### config.mk
export PLATFORM = sky130hd
export DESIGN_NAME = kha_ctrl
export DESIGN_NICKNAME = d
export VERILOG_FILES = /design/src/design/kha_pkg.sv /design/src/design/kha_ctrl.sv
export VERILOG_INCLUDE_DIRS = /design/src /design/src/design
export SDC_FILE = /design/constraint.sdc
export NUM_CORES = 1
export LEC_CHECK = 0
export ABC_AREA = 1
export BUFFER_PORTS_ARGS = -buffer_cell sky130_fd_sc_hd__buf_2
export CORE_AREA = 5 5 42 44
export DETAILED_ROUTE_END_ITERATION = 10
export DIE_AREA = 0 0 47 49
export SLEW_MARGIN = 20
export SYNTH_ARGS = -nofsm -noshare
export SYNTH_HDL_FRONTEND = slang
export SYNTH_SLANG_ARGS = --single-unit
export TNS_END_PERCENT = 1
### constraint.sdc
create_clock -name i_clk -period 1.6 [get_ports i_clk]
set_clock_uncertainty 0.2 [all_clocks]
set_input_delay 0.24 -clock i_clk [delete_from_list [all_inputs] [get_ports i_clk]]
set_output_delay 0.24 -clock i_clk [all_outputs]
set_load 0.005 [all_outputs]
### src/design/assert_macros.svh
// Assertion helpers shared by the design modules.
// Both macros assume the enclosing module has i_clk and i_rst_n.
`ifndef ASSERT_MACROS_SVH
`define ASSERT_MACROS_SVH

// Immediate-style check that must hold on every clock edge outside reset.
`define KHA_ASSERT_ALWAYS(label, cond, msg) \
    label: assert property (@(posedge i_clk) disable iff (!i_rst_n) (cond)) \
        else $error(msg);

// Check that a condition on one edge implies a consequence on the next edge.
`define KHA_ASSERT_NEXT(label, ante, cons, msg) \
    label: assert property (@(posedge i_clk) disable iff (!i_rst_n) (ante) |=> (cons)) \
        else $error(msg);

`endif

### src/design/kha_pkg.sv
package kha_pkg;

    // Table geometry.
    localparam int ENTRIES = 64;
    localparam int IDX_W   = $clog2(ENTRIES);
    localparam int CNT_W   = $clog2(ENTRIES + 1);

    // Field widths fixed by the transaction format.
    localparam int SLOT_W  = 6;
    localparam int USED_W  = 7;
    localparam int KEY_W   = 32;
    localparam int BYTES_W = 48;

    // Action codes.
    localparam logic [1:0] ACT_RECORD = 2'd0;
    localparam logic [1:0] ACT_FRAME  = 2'd1;
    localparam logic [1:0] ACT_READ   = 2'd2;

    // Request payload.
    typedef struct packed {
        logic [1:0]  action;
        logic [15:0] site_file;
        logic [15:0] site_line;
        logic [31:0] alloc_size;
        logic [31:0] snapshot_seq;
        logic [31:0] frame_peak;
        logic [5:0]  read_slot;
    } t_req;

    // Response payload.
    typedef struct packed {
        logic [SLOT_W-1:0]  slot;
        logic               created;
        logic               dropped;
        logic               valid_res;
        logic [15:0]        out_file;
        logic [15:0]        out_line;
        logic [31:0]        out_allocs;
        logic [BYTES_W-1:0] out_bytes;
        logic [31:0]        out_seq;
        logic [USED_W-1:0]  used_entries;
        logic [31:0]        peak_ever;
        logic [31:0]        frames_seen;
    } t_rsp;

    // One table entry as held in the counter memory.
    typedef struct packed {
        logic [KEY_W-1:0]   key;
        logic [31:0]        allocs;
        logic [BYTES_W-1:0] bytes;
        logic [31:0]        seq;
    } t_entry;

    // Commands from the controller to the datapath.
    typedef struct packed {
        logic load;   // capture the accepted request
        logic look;   // run the key match and pick the table address
        logic read;   // read the entry at the chosen address
        logic write;  // update the table and load the response register
    } t_cmd;

endpackage

### src/design/kha_ctrl.sv
`include "assert_macros.svh"

module kha_ctrl (
    input  logic          i_clk,
    input  logic          i_rst_n,
    input  logic          i_in_valid,
    output logic          o_in_ready,
    input  logic          i_out_ready,
    output logic          o_out_valid,
    output kha_pkg::t_cmd o_cmd
);

    typedef enum logic [3:0] {
        S_IDLE = 4'b0001,
        S_LOOK = 4'b0010,
        S_READ = 4'b0100,
        S_UPD  = 4'b1000
    } t_state;

    t_state r_state, n_state;
    logic   r_out_valid, n_out_valid;
    logic   out_free;

    // The response register can take a new value when empty or being drained.
    assign out_free    = !r_out_valid || i_out_ready;
    assign o_in_ready  = (r_state == S_IDLE);
    assign o_out_valid = r_out_valid;

    // Sequencing of one transaction: capture, match, read, update.
    always_comb begin
        n_state     = r_state;
        n_out_valid = r_out_valid && !i_out_ready;
        o_cmd       = '0;
        case (r_state)
            S_IDLE: begin
                if (i_in_valid) begin
                    o_cmd.load = 1'b1;
                    n_state    = S_LOOK;
                end
            end
            S_LOOK: begin
                o_cmd.look = 1'b1;
                n_state    = S_READ;
            end
            S_READ: begin
                o_cmd.read = 1'b1;
                n_state    = S_UPD;
            end
            S_UPD: begin
                if (out_free) begin
                    o_cmd.write = 1'b1;
                    n_out_valid = 1'b1;
                    n_state     = S_IDLE;
                end
            end
            default: begin
                n_state = S_IDLE;
            end
        endcase
    end

    // State and response-valid registers.
    always_ff @(posedge i_clk) begin
        if (!i_rst_n) begin
            r_state     <= S_IDLE;
            r_out_valid <= 1'b0;
        end else begin
            r_state     <= n_state;
            r_out_valid <= n_out_valid;
        end
    end

    // A response only appears as the update step completes.
    `KHA_ASSERT_NEXT(a_rsp_from_update, !r_out_valid, !r_out_valid || $past(r_state == S_UPD), "response valid rose outside the update step")

    // The update step never overwrites a response that is still waiting.
    `KHA_ASSERT_ALWAYS(a_no_overwrite, !o_cmd.write || out_free, "update while the response register is held")

endmodule

==> run metrics, run 1 <==
syn nets=48; TritonCTS Buffers=3; outcome=complete, no violations; Max clock buf depth=2; slowest CP cell=dfxtp_1; slowest cell delay on critical path=roughly 0.32 ns; Most common cell on crit path=nor2_1; Sink Count=5; initial antenna violation count=0; vias after detailed routing=~250; r2r setup slk=0.44 ns; TritonRoute pass-1 iters=4; area growth from synthesis to layout=31.2%; register area share after synthesis=37.2%; Finish-stage setup viols=0; Max-cap violations=0; critical path data arrival time=1.04 ns; leakage=around 0.21 nW; CTS clk-pin slew, worst paths=0.04 ns; final hold vios=0; GP Congestion=0.682; number of global-route vias before repair=254; Total Routing Usage GR=5.71%; first-pass GRT wire length=~950 µm; Slew @ Worst Pin=0.186 ns; die width=47 µm; Netlist cell types=11; largest net degree at the start of global routing=5; worst path cell trace=nor2_1 -> nand2_1 -> nor2_1 -> buf_2; Die Area=roughly 0.0023 mm²; core area=0.00140 mm²; Die Y=49 µm; Vias/cell=3.46; FILL cells=173; Post-Syn Area=269 µm²; ANT cells=0; Final ANT Viol Nets=0; Total Wirelength=537 µm; CP Launch Type=register; setup bufs post-CTS=0; Max Clock Freq=between 600 and 700 MHz; Ports=10; commonest non-fill, non-tap cell in the layout=inv_1; DR iter-0 viols=4; sequential cell area=roughly 100 µm²; most frequent cells in the layout=inv_1, buf_2, nand2_1; initial cell density of the core=19.2%; Setup CP Type=reg2out; Peak supply drop=0.195 mV; post-synthesis cell count=between 40 and 50; GRT overflow=0; Final Core Density=about a quarter; HPWL Detailed=452 µm; layout net count=61; Hold Crit Class=in2reg; Worst EP required=about 1.2 ns; footprint of the multi-input gates=113 µm²; period utilization=92.3%; FF+latch count, synth=5; syn avg cell area=between 6 and 7 µm²; number of port buffers=9; Pins Over Slew Limit=0; PwrDens=939 mW/mm²; H-tree Lvls=1; WL/cell=7.46 µm; Rel. slew slack=87.5%; CTS tree=done; num rows=14; Post-CTS Hold Fix Bufs=0; clock latency on the worst-skew pair=0.23 ns; Synth Warn #=0; crit-path max FO=3; share of cells above drive strength 1=32.1%; post_cts resized=0; RSZ-0062 raised after global routing=false; DRC violations left=0; clock root buffer=clkbuf_4; fin crit period=between 1 and 1.5 ns; Critical Path Sink Type=primary output; Fin Setup TNS=0 ns
-- sequential cells by signal, indices dropped and copies added, names as in the netlist --
signal       flops
o_out_valid      1
r_state          4
-- worst paths after layout --
check        cells past startpoint        start          end
max reg2reg                      6   r_state[1]   r_state[0]
min                              4      i_rst_n   r_state[0]
min reg2reg                      4  o_out_valid  o_out_valid
max                              4   r_state[1]     o_cmd[0]
-- kinds of logic after synthesis --
logic type	share of synthesized area [%]
buf+inv	20.9
flops	37.2
simple gates	38.1
compound gates	3.72
-- cells in the mapped netlist --
library cell   n  share of area [%]
nor3_1         1                1.9
inv_2          1                1.4
a21oi_1        2                3.7
dfxtp_1        5                 37
buf_4          1                2.8
nand2_1        8                 11
nor2_1         7                9.8
nand3_1        2                3.7
nand2_2        1                2.3
inv_1         12                 17
nor2_2         4                9.3
-- per-stage QoR --
| step | area, µm² | power [mW] | std cells | worst slack (ns) | hold slack, ns |
|---|---|---|---|---|---|
| CTS | 353 | 0.337 | 72 | 0.110 | 0.0693 |
| finish | 353 | 0.331 | 72 | 0.123 | 0.0676 |
| global placement | 327 | 0.192 | 68 | 0.394 | 0.307 |
| floorplan | 269 | 0.174 | 44 | 0.459 | 0.186 |
| detailed placement | 327 | 0.193 | 68 | 0.369 | 0.317 |
| global route | 353 | 0.358 | 72 | 0.00358 | 0.0907 |
-- metal layers --
metal | track usage (%) | wire length [µm] | vias up
met5 | 0 | 0 | -
met3 | 3.32 | 42 | 2
met4 | 4.15 | 6 | 0
li1 | - | - | 147
met1 | 8.59 | 289 | 93
met2 | 5.43 | 198 | 7
-- power breakdown --
part	leakage [nW]	internal (mW)	switching (mW)	total, mW
clock	0.0150	0.0940	0.0469	0.141
combinational	0.158	0.0221	0.0315	0.0536
sequential	0.0408	0.131	0.00527	0.137
-- cell type report --
type	instances	area share [%]
clock buffer	4	7.45
sequential	5	28.4
inverter	13	13.8
multi-input combinational	25	31.9
tap	16	5.67
timing repair buffer	9	12.8
-- critical path, delay by kind of cell, from the launching register on --
family	cells	cell delay, ns
buffers and inverters	1	0.11
flip-flops	1	0.32
AND/OR/NAND/NOR	3	0.37
(Power assumes the default switching activity.)
==> run 2, diff against run 1 <==
- MAX_ROUTING_LAYER: not set -> met4
==> run metrics, run 2 (same netlist as run 1, synthesis figures left out) <==
Final ANT Viol Nets=0 (unchanged); largest net degree at the start of global routing=5 (unchanged); core area=0.00140 mm² (unchanged); share of cells above drive strength 1=32.1% (unchanged); slowest CP cell=dfxtp_1 (unchanged); TritonCTS Buffers=3 (unchanged); RSZ-0062 raised after global routing=false (unchanged); vias after detailed routing=249 (unchanged); Pins Over Slew Limit=0 (unchanged); Rel. slew slack=87.5% (unchanged); Critical Path Sink Type=primary output (unchanged); Peak supply drop=0.195 mV (unchanged); setup bufs post-CTS=0 (unchanged); GRT overflow=0 (unchanged); Ports=10 (unchanged); outcome=complete, no violations (unchanged); DR iter-0 viols=4 (unchanged); WL/cell=7.46 µm (unchanged); initial cell density of the core=19.2% (unchanged); Slew @ Worst Pin=0.186 ns (unchanged); Setup CP Type=reg2out (unchanged); Fin Setup TNS=0 ns (unchanged); commonest non-fill, non-tap cell in the layout=inv_1 (unchanged); final hold vios=0 (unchanged); Max Clock Freq=677 MHz (unchanged); Vias/cell=3.46 (unchanged); Die Y=49 µm (unchanged); HPWL Detailed=452 µm (unchanged); CTS clk-pin slew, worst paths=0.04 ns (about the same); H-tree Lvls=1 (unchanged); Total Routing Usage GR=5.85% (was 5.71%); Final Core Density=25.2% (unchanged); PwrDens=939 mW/mm² (unchanged); FILL cells=173 (unchanged); area growth from synthesis to layout=31.2% (unchanged); fin crit period=1.48 ns (about the same); CTS tree=done (unchanged); CP Launch Type=register (unchanged); clock root buffer=clkbuf_4 (unchanged); slowest cell delay on critical path=0.32 ns (about the same); Die Area=0.00230 mm² (unchanged); leakage=0.214 nW (unchanged); layout net count=61 (unchanged); Finish-stage setup viols=0 (unchanged); Max-cap violations=0 (unchanged); Hold Crit Class=in2reg (unchanged); sequential cell area=100 µm² (unchanged); post_cts resized=0 (unchanged); clock latency on the worst-skew pair=0.23 ns (about the same); die width=47 µm (unchanged); DRC violations left=0 (unchanged); ANT cells=0 (unchanged); number of global-route vias before repair=254 (unchanged); GP Congestion=0.689 (was 0.682); initial antenna violation count=0 (unchanged); TritonRoute pass-1 iters=4 (unchanged); number of port buffers=9 (unchanged); most frequent cells in the layout=inv_1, buf_2, nand2_1 (unchanged); Top reg by flops=r_state (unchanged); worst path cell trace=nor2_1 -> nand2_1 -> nor2_1 -> buf_2 (unchanged); hold_ws=0.0676 ns (about the same); Most common cell on crit path=nor2_1 (unchanged); Sink Count=5 (unchanged); crit-path max FO=3 (unchanged); critical path data arrival time=1.04 ns (about the same); num rows=14 (unchanged); footprint of the multi-input gates=113 µm² (unchanged); Power, Total=0.331 mW (unchanged); Total Wirelength=537 µm (unchanged); Max clock buf depth=2 (unchanged); max reg flops=4 (unchanged); first-pass GRT wire length=945 µm (was 952 µm); Post-CTS Hold Fix Bufs=0 (unchanged); period utilization=92.3% (about the same); Worst EP required=1.16 ns (about the same)
-- run 2: cell counts in the layout (fill, tap and decap cells not counted) --
No cell type changed its count.
-- run 2: metrics by stage --
step | std cells | cell area [µm²] | worst slack [ns]
2_1_floorplan | 44 | 269 | 0.459
3_3_place_gp | 68 | 327 | 0.394
3_5_place_dp | 68 | 327 | 0.369
4_1_cts | 72 | 353 | 0.110
5_1_grt | 72 | 353 | 0.00358
6_report | 72 | 353 | 0.123
-- run 2: worst paths after layout --
check / start / to / slack, ns / cells past startpoint
worst max register to register: r_state[1] / r_state[0] / 0.44 / 6
worst min register to register: o_out_valid / o_out_valid / 0.35 / 4
worst max-delay path: r_state[1] / o_cmd[0] / 0.12 / 4
worst min-delay path: i_rst_n / r_state[0] / 0.07 / 4
-- run 2: layout make-up --
type / instances / share of cell area, %
Clock buffer: 4 / 7.45
Inverter: 13 / 13.8
Multi-Input combinational cell: 25 / 31.9
Sequential cell: 5 / 28.4
Tap cell: 16 / 5.67
Timing Repair Buffer: 9 / 12.8
-- run 2: layer usage --
layer  vias to the layer above  global-route usage [%]  share of wire, %
met3                         2                    3.32               7.8
met4                         0                    4.15               1.1
met5                         -                       -                 0
met1                        93                    8.59                54
li1                        147                       -                 -
met2                         7                    5.43                37
-- run 2: worst max-delay path, delay by kind of cell, from the launching register on --
family / cells / cell delay, ns
flip-flops: 1 / 0.32
buffers and inverters: 1 / 0.11
AND/OR/NAND/NOR: 3 / 0.37
-- run 2: where the power goes --
part / switching, mW / internal, mW
sequential: 0.00527 / 0.131
combinational: 0.0315 / 0.0221
clock: 0.0469 / 0.0940
